## config.mk

```make
export PLATFORM = sky130hd
export DESIGN_NAME = pbski_ctrl
export DESIGN_NICKNAME = d
export VERILOG_FILES = /design/src/hw/rtl/pbski_pkg.sv /design/src/hw/rtl/pbski_ctrl.sv
export SDC_FILE = /design/constraint.sdc
export NUM_CORES = 1
export LEC_CHECK = 0
export ABC_AREA = 1
export BUFFER_PORTS_ARGS = -buffer_cell sky130_fd_sc_hd__buf_4
export CAP_MARGIN = 25
export CORE_AREA = 10 10 47 49
export CTS_CLUSTER_DIAMETER = 60
export CTS_CLUSTER_SIZE = 16
export DETAILED_ROUTE_END_ITERATION = 12
export DIE_AREA = 0 0 57 59
export HOLD_SLACK_MARGIN = 0.12
export PLACE_DENSITY = 0.79
export SLEW_MARGIN = 20
export SYNTH_ARGS = -nofsm -noshare
export SYNTH_HDL_FRONTEND = slang
export SYNTH_SLANG_ARGS = --single-unit
export TNS_END_PERCENT = 20
```

## constraint.sdc

```tcl
create_clock -name clk -period 1.4 [get_ports clk]
set_input_delay 0.28 -clock clk [delete_from_list [all_inputs] [get_ports clk]]
set_output_delay 0.28 -clock clk [all_outputs]
set_load 0.01 [all_outputs]
```

## src/hw/rtl/pbski_pkg.sv

```systemverilog
// shared types and constants for the prefix bucketed sorted key index
// used by every module of the block but pbski_ram; no dependencies
package pbski_pkg;

    localparam int MAX_ENTRIES     = 4096;
    localparam int MAX_PREFIX_BITS = 12;
    localparam int BUCKET_SLOTS    = (1 << MAX_PREFIX_BITS) + 1;

    localparam int KEY_W      = 64;
    localparam int CNT_W      = $clog2(MAX_ENTRIES + 1);
    localparam int KEY_AW     = $clog2(MAX_ENTRIES);
    localparam int BKT_AW     = $clog2(BUCKET_SLOTS);
    localparam int BKT_W      = MAX_PREFIX_BITS;
    localparam int POS_W      = 13;
    localparam int ST_W       = 2;
    localparam int OP_W       = 2;
    localparam int KB_W       = 7;
    localparam int PB_W       = 4;
    localparam int KB_MAX     = 64;
    localparam int KB_RESET   = 64;
    localparam int PB_RESET   = 12;
    localparam int CFG_IDX_W  = 2;
    localparam int CFG_DATA_W = 7;

    localparam logic [CFG_IDX_W-1:0] CFG_KEY_BITS    = 2'd0;
    localparam logic [CFG_IDX_W-1:0] CFG_PREFIX_BITS = 2'd1;

    typedef enum logic [OP_W-1:0] {
        OP_CLEAR  = 2'd0,
        OP_LOAD   = 2'd1,
        OP_FINISH = 2'd2,
        OP_LOOKUP = 2'd3
    } op_t;

    typedef enum logic [ST_W-1:0] {
        ST_OK     = 2'd0,
        ST_ABSENT = 2'd1,
        ST_REJECT = 2'd2
    } status_t;

    typedef enum logic [1:0] {
        RES_OK,
        RES_ABSENT,
        RES_REJECT,
        RES_FOUND
    } res_t;

    typedef enum logic [2:0] {
        S_IDLE,
        S_DECODE,
        S_CLOSE,
        S_BKT_USE,
        S_SEARCH,
        S_FINAL,
        S_FINAL2,
        S_RESULT
    } state_t;

    typedef struct packed {
        logic latch;
        logic clear;
        logic close_step;
        logic store_key;
        logic mark_ready;
        logic bkt_read;
        logic search_init;
        logic search_step;
        logic final_step;
        logic res_set;
        res_t res_code;
        logic emit;
    } cmd_t;

    typedef struct packed {
        op_t  op;
        logic load_reject;
        logic finish_reject;
        logic lookup_reject;
        logic lookup_empty;
        logic close_more;
        logic widest_gt1;
        logic search_more;
        logic key_less;
        logic key_eq;
        logic next_in_table;
        logic out_free;
    } stat_t;

endpackage

```

## src/hw/rtl/pbski_ctrl.sv

```systemverilog
// controller state machine: sequences decode, bucket closing, search and result
// depends on pbski_pkg
module pbski_ctrl (
    input  logic             clk,
    input  logic             rst_n,
    input  logic             in_valid,
    output logic             in_stall,
    input  pbski_pkg::stat_t stat,
    output pbski_pkg::cmd_t  cmd
);
    import pbski_pkg::*;

    state_t state_reg, state_next;

    always_ff @(posedge clk or negedge rst_n)
    begin
        if (!rst_n)
        begin
            state_reg <= S_IDLE;
        end
        else
        begin
            state_reg <= state_next;
        end
    end

    // next state
    always_comb
    begin
        state_next = state_reg;
        case (state_reg)
            S_IDLE:
            begin
                if (in_valid)
                begin
                    state_next = S_DECODE;
                end
            end
            S_DECODE:
            begin
                case (stat.op)
                    OP_CLEAR:  state_next = S_RESULT;
                    OP_LOAD:   state_next = stat.load_reject ? S_RESULT : S_CLOSE;
                    OP_FINISH: state_next = stat.finish_reject ? S_RESULT : S_CLOSE;
                    OP_LOOKUP:
                    begin
                        if (stat.lookup_reject || stat.lookup_empty)
                        begin
                            state_next = S_RESULT;
                        end
                        else
                        begin
                            state_next = S_BKT_USE;
                        end
                    end
                    default:   state_next = S_RESULT;
                endcase
            end
            S_CLOSE:
            begin
                if (!stat.close_more)
                begin
                    state_next = S_RESULT;
                end
            end
            S_BKT_USE:
            begin
                state_next = stat.widest_gt1 ? S_SEARCH : S_FINAL;
            end
            S_SEARCH:
            begin
                if (!stat.search_more)
                begin
                    state_next = S_FINAL;
                end
            end
            S_FINAL:
            begin
                if (stat.key_less && stat.next_in_table)
                begin
                    state_next = S_FINAL2;
                end
                else
                begin
                    state_next = S_RESULT;
                end
            end
            S_FINAL2:
            begin
                state_next = S_RESULT;
            end
            S_RESULT:
            begin
                if (stat.out_free)
                begin
                    state_next = S_IDLE;
                end
            end
            default:
            begin
                state_next = S_IDLE;
            end
        endcase
    end

    // commands
    always_comb
    begin
        cmd          = '0;
        cmd.res_code = RES_OK;
        in_stall     = 1'b1;
        case (state_reg)
            S_IDLE:
            begin
                in_stall  = 1'b0;
                cmd.latch = in_valid;
            end
            S_DECODE:
            begin
                case (stat.op)
                    OP_CLEAR:
                    begin
                        cmd.clear   = 1'b1;
                        cmd.res_set = 1'b1;
                    end
                    OP_LOAD:
                    begin
                        if (stat.load_reject)
                        begin
                            cmd.res_set  = 1'b1;
                            cmd.res_code = RES_REJECT;
                        end
                    end
                    OP_FINISH:
                    begin
                        if (stat.finish_reject)
                        begin
                            cmd.res_set  = 1'b1;
                            cmd.res_code = RES_REJECT;
                        end
                    end
                    OP_LOOKUP:
                    begin
                        if (stat.lookup_reject)
                        begin
                            cmd.res_set  = 1'b1;
                            cmd.res_code = RES_REJECT;
                        end
                        else if (stat.lookup_empty)
                        begin
                            cmd.res_set  = 1'b1;
                            cmd.res_code = RES_ABSENT;
                        end
                        else
                        begin
                            cmd.bkt_read = 1'b1;
                        end
                    end
                    default:
                    begin
                        cmd.res_set  = 1'b1;
                        cmd.res_code = RES_REJECT;
                    end
                endcase
            end
            S_CLOSE:
            begin
                if (stat.close_more)
                begin
                    cmd.close_step = 1'b1;
                end
                else
                begin
                    cmd.res_set = 1'b1;
                    if (stat.op == OP_LOAD)
                    begin
                        cmd.store_key = 1'b1;
                    end
                    else
                    begin
                        cmd.mark_ready = 1'b1;
                    end
                end
            end
            S_BKT_USE:
            begin
                cmd.search_init = 1'b1;
            end
            S_SEARCH:
            begin
                cmd.search_step = 1'b1;
            end
            S_FINAL:
            begin
                if (stat.key_less)
                begin
                    if (stat.next_in_table)
                    begin
                        cmd.final_step = 1'b1;
                    end
                    else
                    begin
                        cmd.res_set  = 1'b1;
                        cmd.res_code = RES_ABSENT;
                    end
                end
                else
                begin
                    cmd.res_set  = 1'b1;
                    cmd.res_code = stat.key_eq ? RES_FOUND : RES_ABSENT;
                end
            end
            S_FINAL2:
            begin
                cmd.res_set  = 1'b1;
                cmd.res_code = stat.key_eq ? RES_FOUND : RES_ABSENT;
            end
            S_RESULT:
            begin
                cmd.emit = stat.out_free;
            end
            default:
            begin
                cmd.res_code = RES_OK;
            end
        endcase
    end

endmodule

```

==> flow_summary.ini, run 1 <==
[status]
outcome = complete, but fails checks
violations = setup timing

[placement]
place_congestion = 0.788
hpwl_microns = 1400
io_buffers = 29
post_dp_cell_area_sq_um = 739

[sta]
rsz0062_at_grt = true
finalSetupViolCount = 13
finalMaxSlewViolations = 0
worst-slew-pin-transition_ns = 0.240
fmax_ghz = 0.603
worst_slack_ns = -0.258
slew_headroom_pct = 83.8
hold_viol = 0
hold_ws_ns = 0.377
period_share_pct = 118
period_minus_slack_ns = 1.66
clock-skew-final_ns = 0.00473

[flow_run]
cap_violations = 0

[synth]
syn_area_sq_um = 455
ys_seq_elements = 3
synthTopCellsByArea = dfrtp_1 (16%), nand2_1 (14%), nor2_1 (12%)
syn-num-nets = 95
yosysWarnings = 0
synth-edff-count = 0
synth_top_cell_area_share_pct = 16.5
synth.most_common_cell = nand2_1
ys_types = 23
ys.flop_type = dfrtp_1
synth_area_leader_cell = dfrtp_1
async_reset_ff_share_pct = 100
syn_avg_cell_area_sq_um = 5.77
synthCells = 79
synthTopCellsByCount = nand2_1 (17), nor2_1 (15), inv_1 (9), nand3_1 (6)
yosysSeqAreaShare_pct = 16.5

[cells_and_area]
antenna_cells = 0
area_growth_pct = 75.8
seq_area_sq_um = 75.1
largest_reg_flops = 3
fillCellCount = 150
layout.nets = 135
drive_above_1_share_pct = 50.0
multi_input_area_sq_um = 350
fin_area_sq_um = 801

[floorplan]
core_sq_mm = 0.00140
ioPinCount = 30
start_util_pct = 32.5
die_w_microns = 57
die_area_sq_mm = 0.00336
row_count = 14
die_h_microns = 59

[worst_setup_path]
worstSetupEndpointType = output pin
critPathMaxFanout = 5
reg2reg_slack_ns = 0.13
start_kind = register
cp_data_arrival_time_ns = 1.38
path_class = reg2out
critPathRequiredTime_ns = 1.12

[power]
peakVddDrop_mv = 0.988
power_density_mw_per_mm2 = 1660
power_mw = 1.33
p_leak_nw = 0.458

[drt]
num_vias = 640
drt_first_pass_iters = 4
finalWirelength_microns = 1680
postRouteAntennaNets = 0
via_per_inst = 4.78
drc = 0
routedWlPerCell_microns = 12.5
drtIter0Drc = 4

[clock_network]
clock-sinks = 3
cts_setup_buffers = 0
clock_latency_ns = 0.23
h-tree-depth = 1
cts_tree = built
clkTransAtPathRegs_ns = 0.04
clockBufferDepth = 2
cts-root-buf = clkbuf_4
cts_buffers = 3

[grt]
antenna_found_initial = 0
grtUsageTotal_pct = 9.46
grt_pass1_wl_microns = 2630
grt_pass1_vias = 646
grt-ovfl-total = 0
grt_max_degree = 7

[min_path]
min_path_type = in2async
[where the power goes]
group / leakage [nW] / internal, mW / switching [mW]
combinational: 0.410 / 0.443 / 0.552
sequential: 0.0334 / 0.132 / 0.0528
clock: 0.0150 / 0.106 / 0.0409
total: 0.458 / 0.682 / 0.645
[final timing paths]
kind                              startpoint  cells after the start           end
worst max-delay path            state_reg[2]                      3        cmd[8]
worst min-delay path                   rst_n                      2  state_reg[1]
worst max register to register  state_reg[1]                      8  state_reg[0]
worst min register to register  state_reg[1]                      2  state_reg[1]
max in group asynchronous              rst_n                      2  state_reg[0]
min in group clk                     stat[0]                      4  state_reg[0]
[metal layers]
layer | wire [microns] | track usage [%]
met3 | 106 | 3.00
met4 | 16 | 3.02
met1 | 639 | 8.17
met5 | 0 | 0
met2 | 918 | 19.7
[per-stage QoR]
step / std cells / util, % / worst slack, ns / setup TNS (ns)
CTS: 134 / 55.6 / -0.267 / -1.91
finish: 134 / 57.1 / -0.258 / -1.83
floorplan: 79 / - / -0.00229 / -0.00229
global route: 134 / 57.1 / -0.324 / -2.75
global placement: 129 / 52.8 / 0.0179 / 0
detailed placement: 129 / 52.8 / -0.0201 / -0.0303
[final cells by class]
| class | instances | share of cell area [%] |
|---|---|---|
| timing repair buffer | 36 | 34.5 |
| sequential | 3 | 9.38 |
| clock buffer | 4 | 3.28 |
| multi-input combinational | 61 | 43.8 |
| inverter | 14 | 6.56 |
| tap | 16 | 2.50 |
[kinds of logic after synthesis]
logic type / share of synthesized area [%]
buffers and inverters: 12.6
flip-flops: 16.5
AND/OR/NAND/NOR: 61.0
AO/OA/AOI/OAI: 9.89
[layout by cell type, fill, tap and decap left out, types with 2 or more instances in the layout]
| master | n |
|---|---|
| inv_2 | 5 |
| nor2_2 | 2 |
| nor2_1 | 14 |
| nand2_2 | 4 |
| nand4_1 | 2 |
| dfrtp_1 | 3 |
| buf_4 | 34 |
| nand2_1 | 17 |
| o21ai_0 | 3 |
| clkbuf_4 | 3 |
| inv_1 | 9 |
| a21oi_2 | 2 |
| nand3_1 | 6 |
[what timing repair did]
action | 4_1_cts | 5_1_grt
gates cloned | 0 | 0
gates resized for setup | 1 | 5
endpoints found under the setup margin | 13 | 14
hold buffers | 1 | 0
endpoints found under the hold margin | 3 | 0
pin swaps | 0 | 1
[worst max-delay path, cell delays in order, from the launching register on]
cell     delay (ns)
dfrtp_1        0.44
or3_4          0.45
a21oi_2        0.12
buf_4          0.14
Note: power is estimated with default switching activity, not from simulation.
==> run 2, diff against run 1 <==
--- a/config.mk
+++ b/config.mk
@@ -8,13 +8,12 @@
 export ABC_AREA = 1
 export BUFFER_PORTS_ARGS = -buffer_cell sky130_fd_sc_hd__buf_4
 export CAP_MARGIN = 25
-export CORE_AREA = 10 10 47 49
+export CORE_UTILIZATION = 25
 export CTS_CLUSTER_DIAMETER = 60
 export CTS_CLUSTER_SIZE = 16
 export DETAILED_ROUTE_END_ITERATION = 12
-export DIE_AREA = 0 0 57 59
 export HOLD_SLACK_MARGIN = 0.12
-export PLACE_DENSITY = 0.79
+export PLACE_DENSITY = 0.64
 export SLEW_MARGIN = 20
 export SYNTH_ARGS = -nofsm -noshare
 export SYNTH_HDL_FRONTEND = slang
==> flow_summary.ini, run 2 (synthesis gave the netlist of run 1 again) <==
[worst_setup_path]
critPathRequiredTime_ns = 1.12
worstSetupEndpointType = output pin
cp_data_arrival_time_ns = 1.38
critPathMaxFanout = 4
crit_buf_inv = 2
timing.rr.start = state_reg[1]
crit_path_top_delay_cell = dfrtp_1
crit_family = simple AND/OR/NAND/NOR gates
path_class = reg2out
critPathMaxStageDelay_ns = 0.40
path_cells = inv_2, nand2_2, or3_4, nor3_4, buf_6
startpoint = state_reg[0]
start_kind = register

[power]
p_comb_share_pct = 75.8
peakVddDrop_mv = 0.897
power_mw = 1.46
pwr-share-seq_pct = 13.1
power.share.clock_pct = 11.1
switching_share_pct = 46.9
switchingPower_mw = 0.684
power_density_mw_per_mm2 = 1660
p_leak_nw = 0.494
p_int_mw = 0.776

[clock_network]
h-tree-depth = 1
cts_buffers = 3
clockBufferDepth = 2
clock_latency_ns = 0.24
clkTransAtPathRegs_ns = 0.04
clock-sinks = 3
cts-root-buf = clkbuf_4
cts_tree = built

[grt]
grt_pass1_wl_microns = 2450
grt_pass1_vias = 616
grt_max_degree = 7
grt-ovfl-total = 0
antenna_found_initial = 0
grtUsageTotal_pct = 16.8

[sta]
worst-slew-pin-transition_ns = 0.203
hold_viol = 0
slew_headroom_pct = 86.3
hold_ws_ns = 0.353
fmax_ghz = 0.604
period_share_pct = 118
period_minus_slack_ns = 1.66
finalSetupViolCount = 13
worst_slack_ns = -0.257
finalMaxSlewViolations = 0
setup-tns-final_ns = -2.01
rsz0062_at_grt = true
clock-skew-final_ns = 0.00733

[cells_and_area]
antenna_cells = 0
final_common_cell = buf_4
drive_above_1_share_pct = 56.5
final_cell_mix = buf_4 (39), nand2_1 (16), nor2_1 (13)
fillCellCount = 186
largest_reg_flops = 3
area_growth_pct = 92.9
layout.nets = 141

[floorplan]
die_w_microns = 44.7
die_area_sq_mm = 0.00200
row_count = 15
die_h_microns = 44.7
start_util_pct = 26.7
ioPinCount = 30
core_sq_mm = 0.00171

[placement]
place_congestion = 0.801
hpwl_microns = 1190
io_buffers = 29
dp_slack_ns = -0.0196

[min_path]
min_path_type = in2async

[drt]
finalWirelength_microns = 1550
via_per_inst = 4.49
routedWlPerCell_microns = 10.4
drtIter0Drc = 7
num_vias = 669
drc = 0
drt_first_pass_iters = 4
postRouteAntennaNets = 0

[flow_run]
cap_violations = 0

[status]
outcome = complete, but fails checks
violations = setup timing
[run 2: timing repair]
item                                    in CTS  in global routing
hold buffers                                 1                  0
buffers inserted                             3                  1
hold endpoints to repair                     3                  0
endpoints found under the setup margin      13                 15
gates resized for setup                      7                  5
pin swaps                                    0                  1
gates cloned                                 0                  0
[run 2: cell type report]
type / count / area, sq um / area share, %
inverters: 14 / 53.8 / 6.13
flip-flops and latches: 3 / 76.3 / 8.69
repair buffers: 42 / 325 / 37.0
clock buffers: 4 / 26.3 / 2.99
well taps: 25 / 31.3 / 3.56
multi-input cells: 61 / 365 / 41.6
[run 2: per-stage QoR]
step / cell area [sq um] / cells / utilization [%]
after floorplan: 462 / 79 / -
after global placement: 766 / 140 / 44.8
after detailed placement: 766 / 140 / 44.8
after CTS: 848 / 148 / 49.7
after global routing: 878 / 149 / 51.4
final: 878 / 149 / 51.4
[run 2: per-layer routing]
metal / vias up / track usage (%) / part of all wire (%)
met5: - / 0 / 0
met4: 0 / 9.09 / 0.90
met3: 2 / 2.86 / 5.5
met2: 27 / 32.6 / 55
met1: 298 / 16.7 / 38
li1: 342 / - / -
[run 2: path summary, 6_finish.rpt]
path	endpoint	slack (ns)	depth (start not counted)
setup reg to reg	state_reg[1]	0.07	8
max in group asynchronous	state_reg[1]	0.93	2
hold reg to reg	state_reg[0]	0.69	5
min in group clk	state_reg[0]	0.38	4
setup / recovery	cmd[9]	-0.26	5
hold / removal	state_reg[0]	0.35	2
[run 2: power by group through the flow]
stage / Sequential [mW] / Combinational [mW] / Clock (mW)
4_1_cts: 0.187 / 1.04 / 0.168
5_1_grt: 0.199 / 1.22 / 0.177
6_report: 0.191 / 1.11 / 0.161
3_5_place_dp: 0.187 / 0.952 / 0
3_3_place_gp: 0.190 / 0.938 / 0
2_1_floorplan: 0.180 / 0.547 / 0
[run 2: worst register-to-register path, cell delays in order (launching register included)]
cell	delay (ns)
dfrtp_2	0.43
buf_4	0.17
nor2_2	0.13
buf_4	0.14
nand3_1	0.08
nand2_2	0.10
nor2_4	0.04
nand2_1	0.05
o21ai_1	0.07
==> run 3, diff against run 2 <==
--- a/config.mk
+++ b/config.mk
@@ -18,4 +18,4 @@
 export SYNTH_ARGS = -nofsm -noshare
 export SYNTH_HDL_FRONTEND = slang
 export SYNTH_SLANG_ARGS = --single-unit
-export TNS_END_PERCENT = 20
+export TNS_END_PERCENT = 100
==> flow_summary.ini, run 3 (synthesis gave the netlist of run 1 again) <==
[floorplan]
die_h_microns = 44.7
core_sq_mm = 0.00171
ioPinCount = 30
die_w_microns = 44.7
die_area_sq_mm = 0.00200
row_count = 15
start_util_pct = 26.7

[flow_run]
cap_violations = 0

[status]
outcome = complete, but fails checks
violations = setup timing

[worst_setup_path]
critPathMaxFanout = 4
path_class = reg2out
crit_path_top_delay_cell = dfrtp_1
reg2regPathDepth = 8
critPathRequiredTime_ns = 1.12
critPathMaxStageDelay_ns = 0.40
worst_path_most_repeated_cell = buf_4
start_kind = register
cp_data_arrival_time_ns = 1.38
path_cells = buf_4, nand3_4, inv_2, buf_4, nand2_1, nand3_2, buf_4
worstSetupEndpointType = output pin
reg2reg_slack_ns = 0.09

[cells_and_area]
final_cell_mix = buf_4 (40), nand2_1 (14), nor2_1 (13)
final_common_cell = buf_4
layout.nets = 144
fin_cells = 152
area_growth_pct = 102
antenna_cells = 0
drive_above_1_share_pct = 58.3
fillCellCount = 176
largest_reg_flops = 3

[placement]
dp_slack_ns = -0.0196
dp.cells = 140
hpwl_microns = 1190
io_buffers = 29
place_congestion = 0.801

[clock_network]
cts_buffers = 3
cts_tree = built
clkTransAtPathRegs_ns = 0.04
clock_latency_ns = 0.24
clock-sinks = 3
cts-root-buf = clkbuf_4
clockBufferDepth = 2
h-tree-depth = 1

[drt]
drc = 0
wl_met1_microns = 588
finalWirelength_microns = 1570
via_per_inst = 4.53
wl_met3_microns = 102
postRouteAntennaNets = 0
routed-wl-met2_microns = 842
drt_first_pass_iters = 4
routedWlPerCell_microns = 10.3
drtIter0Drc = 6
num_vias = 688
highest_layer = met4

[sta]
hold_viol = 0
hold_ws_ns = 0.353
period_share_pct = 119
worst_slack_ns = -0.260
finalSetupViolCount = 14
rsz0062_at_grt = true
finalMaxSlewViolations = 0
slew_headroom_pct = 82.7
worst-slew-pin-transition_ns = 0.256
clock-skew-final_ns = 0.00741
setup-tns-final_ns = -2.04
fmax_ghz = 0.602
period_minus_slack_ns = 1.66

[grt]
grt_pass1_wl_microns = 2490
grtUsageTotal_pct = 17.1
grt-ovfl-total = 0
grt_max_degree = 7
antenna_found_initial = 0
grt_pass1_vias = 635

[power]
p_int_mw = 0.840
switching_share_pct = 46.5
p_comb_share_pct = 77.7
pwr-share-seq_pct = 12.0
switchingPower_mw = 0.730
peakVddDrop_mv = 1.02
power_density_mw_per_mm2 = 1700
power.share.clock_pct = 10.3
p_leak_nw = 0.522
power_mw = 1.57

[min_path]
min_path_type = in2async
==> run 3: path summary, 6_finish.rpt <==
check                             start            to
max in group asynchronous         rst_n  state_reg[1]
min in group clk                stat[0]  state_reg[0]
min reg2reg                state_reg[0]  state_reg[0]
max                        state_reg[0]        cmd[3]
max reg2reg                state_reg[1]  state_reg[1]
min                               rst_n  state_reg[0]
==> run 3: final cells by class <==
| type | instances | area [sq um] | area share, % |
|---|---|---|---|
| tap | 25 | 31.3 | 3.39 |
| multi-input combinational | 61 | 379 | 41.1 |
| clock buffer | 4 | 26.3 | 2.85 |
| timing repair buffer | 45 | 355 | 38.5 |
| sequential | 3 | 76.3 | 8.28 |
| inverter | 14 | 53.8 | 5.83 |
==> run 3: power groups by stage <==
stage | Sequential [mW] | Combinational, mW | Clock [mW]
floorplan | 0.180 | 0.547 | 0
global placement | 0.190 | 0.938 | 0
detailed placement | 0.187 | 0.952 | 0
CTS | 0.185 | 1.14 | 0.168
global route | 0.198 | 1.34 | 0.177
finish | 0.189 | 1.22 | 0.161
==> run 3: repair_timing <==
action,in CTS,in global routing
pin swaps,3,0
hold endpoints to repair,3,0
hold buffers,1,0
endpoints found under the setup margin,13,17
buffers inserted,6,1
gates resized for setup,12,6
==> run 3: per-stage QoR <==
step	util, %	instance area, sq um
6_report	54.0	922
4_1_cts	52.5	896
5_1_grt	54.0	922
3_3_place_gp	44.8	766
2_1_floorplan	-	462
3_5_place_dp	44.8	766
==> run 3: worst max-delay path: cells and delay by family (launching register included) <==
family	cells	cell delay, ns
flip-flops	1	0.40
buffers and inverters	4	0.48
AND/OR/NAND/NOR	3	0.26
==> run 3: layer usage <==
| metal | GRT usage [%] | vias up |
|---|---|---|
| li1 | - | 347 |
| met3 | 2.86 | 4 |
| met2 | 31.2 | 33 |
| met1 | 17.6 | 304 |
| met5 | 0 | - |
| met4 | 11.5 | 0 |
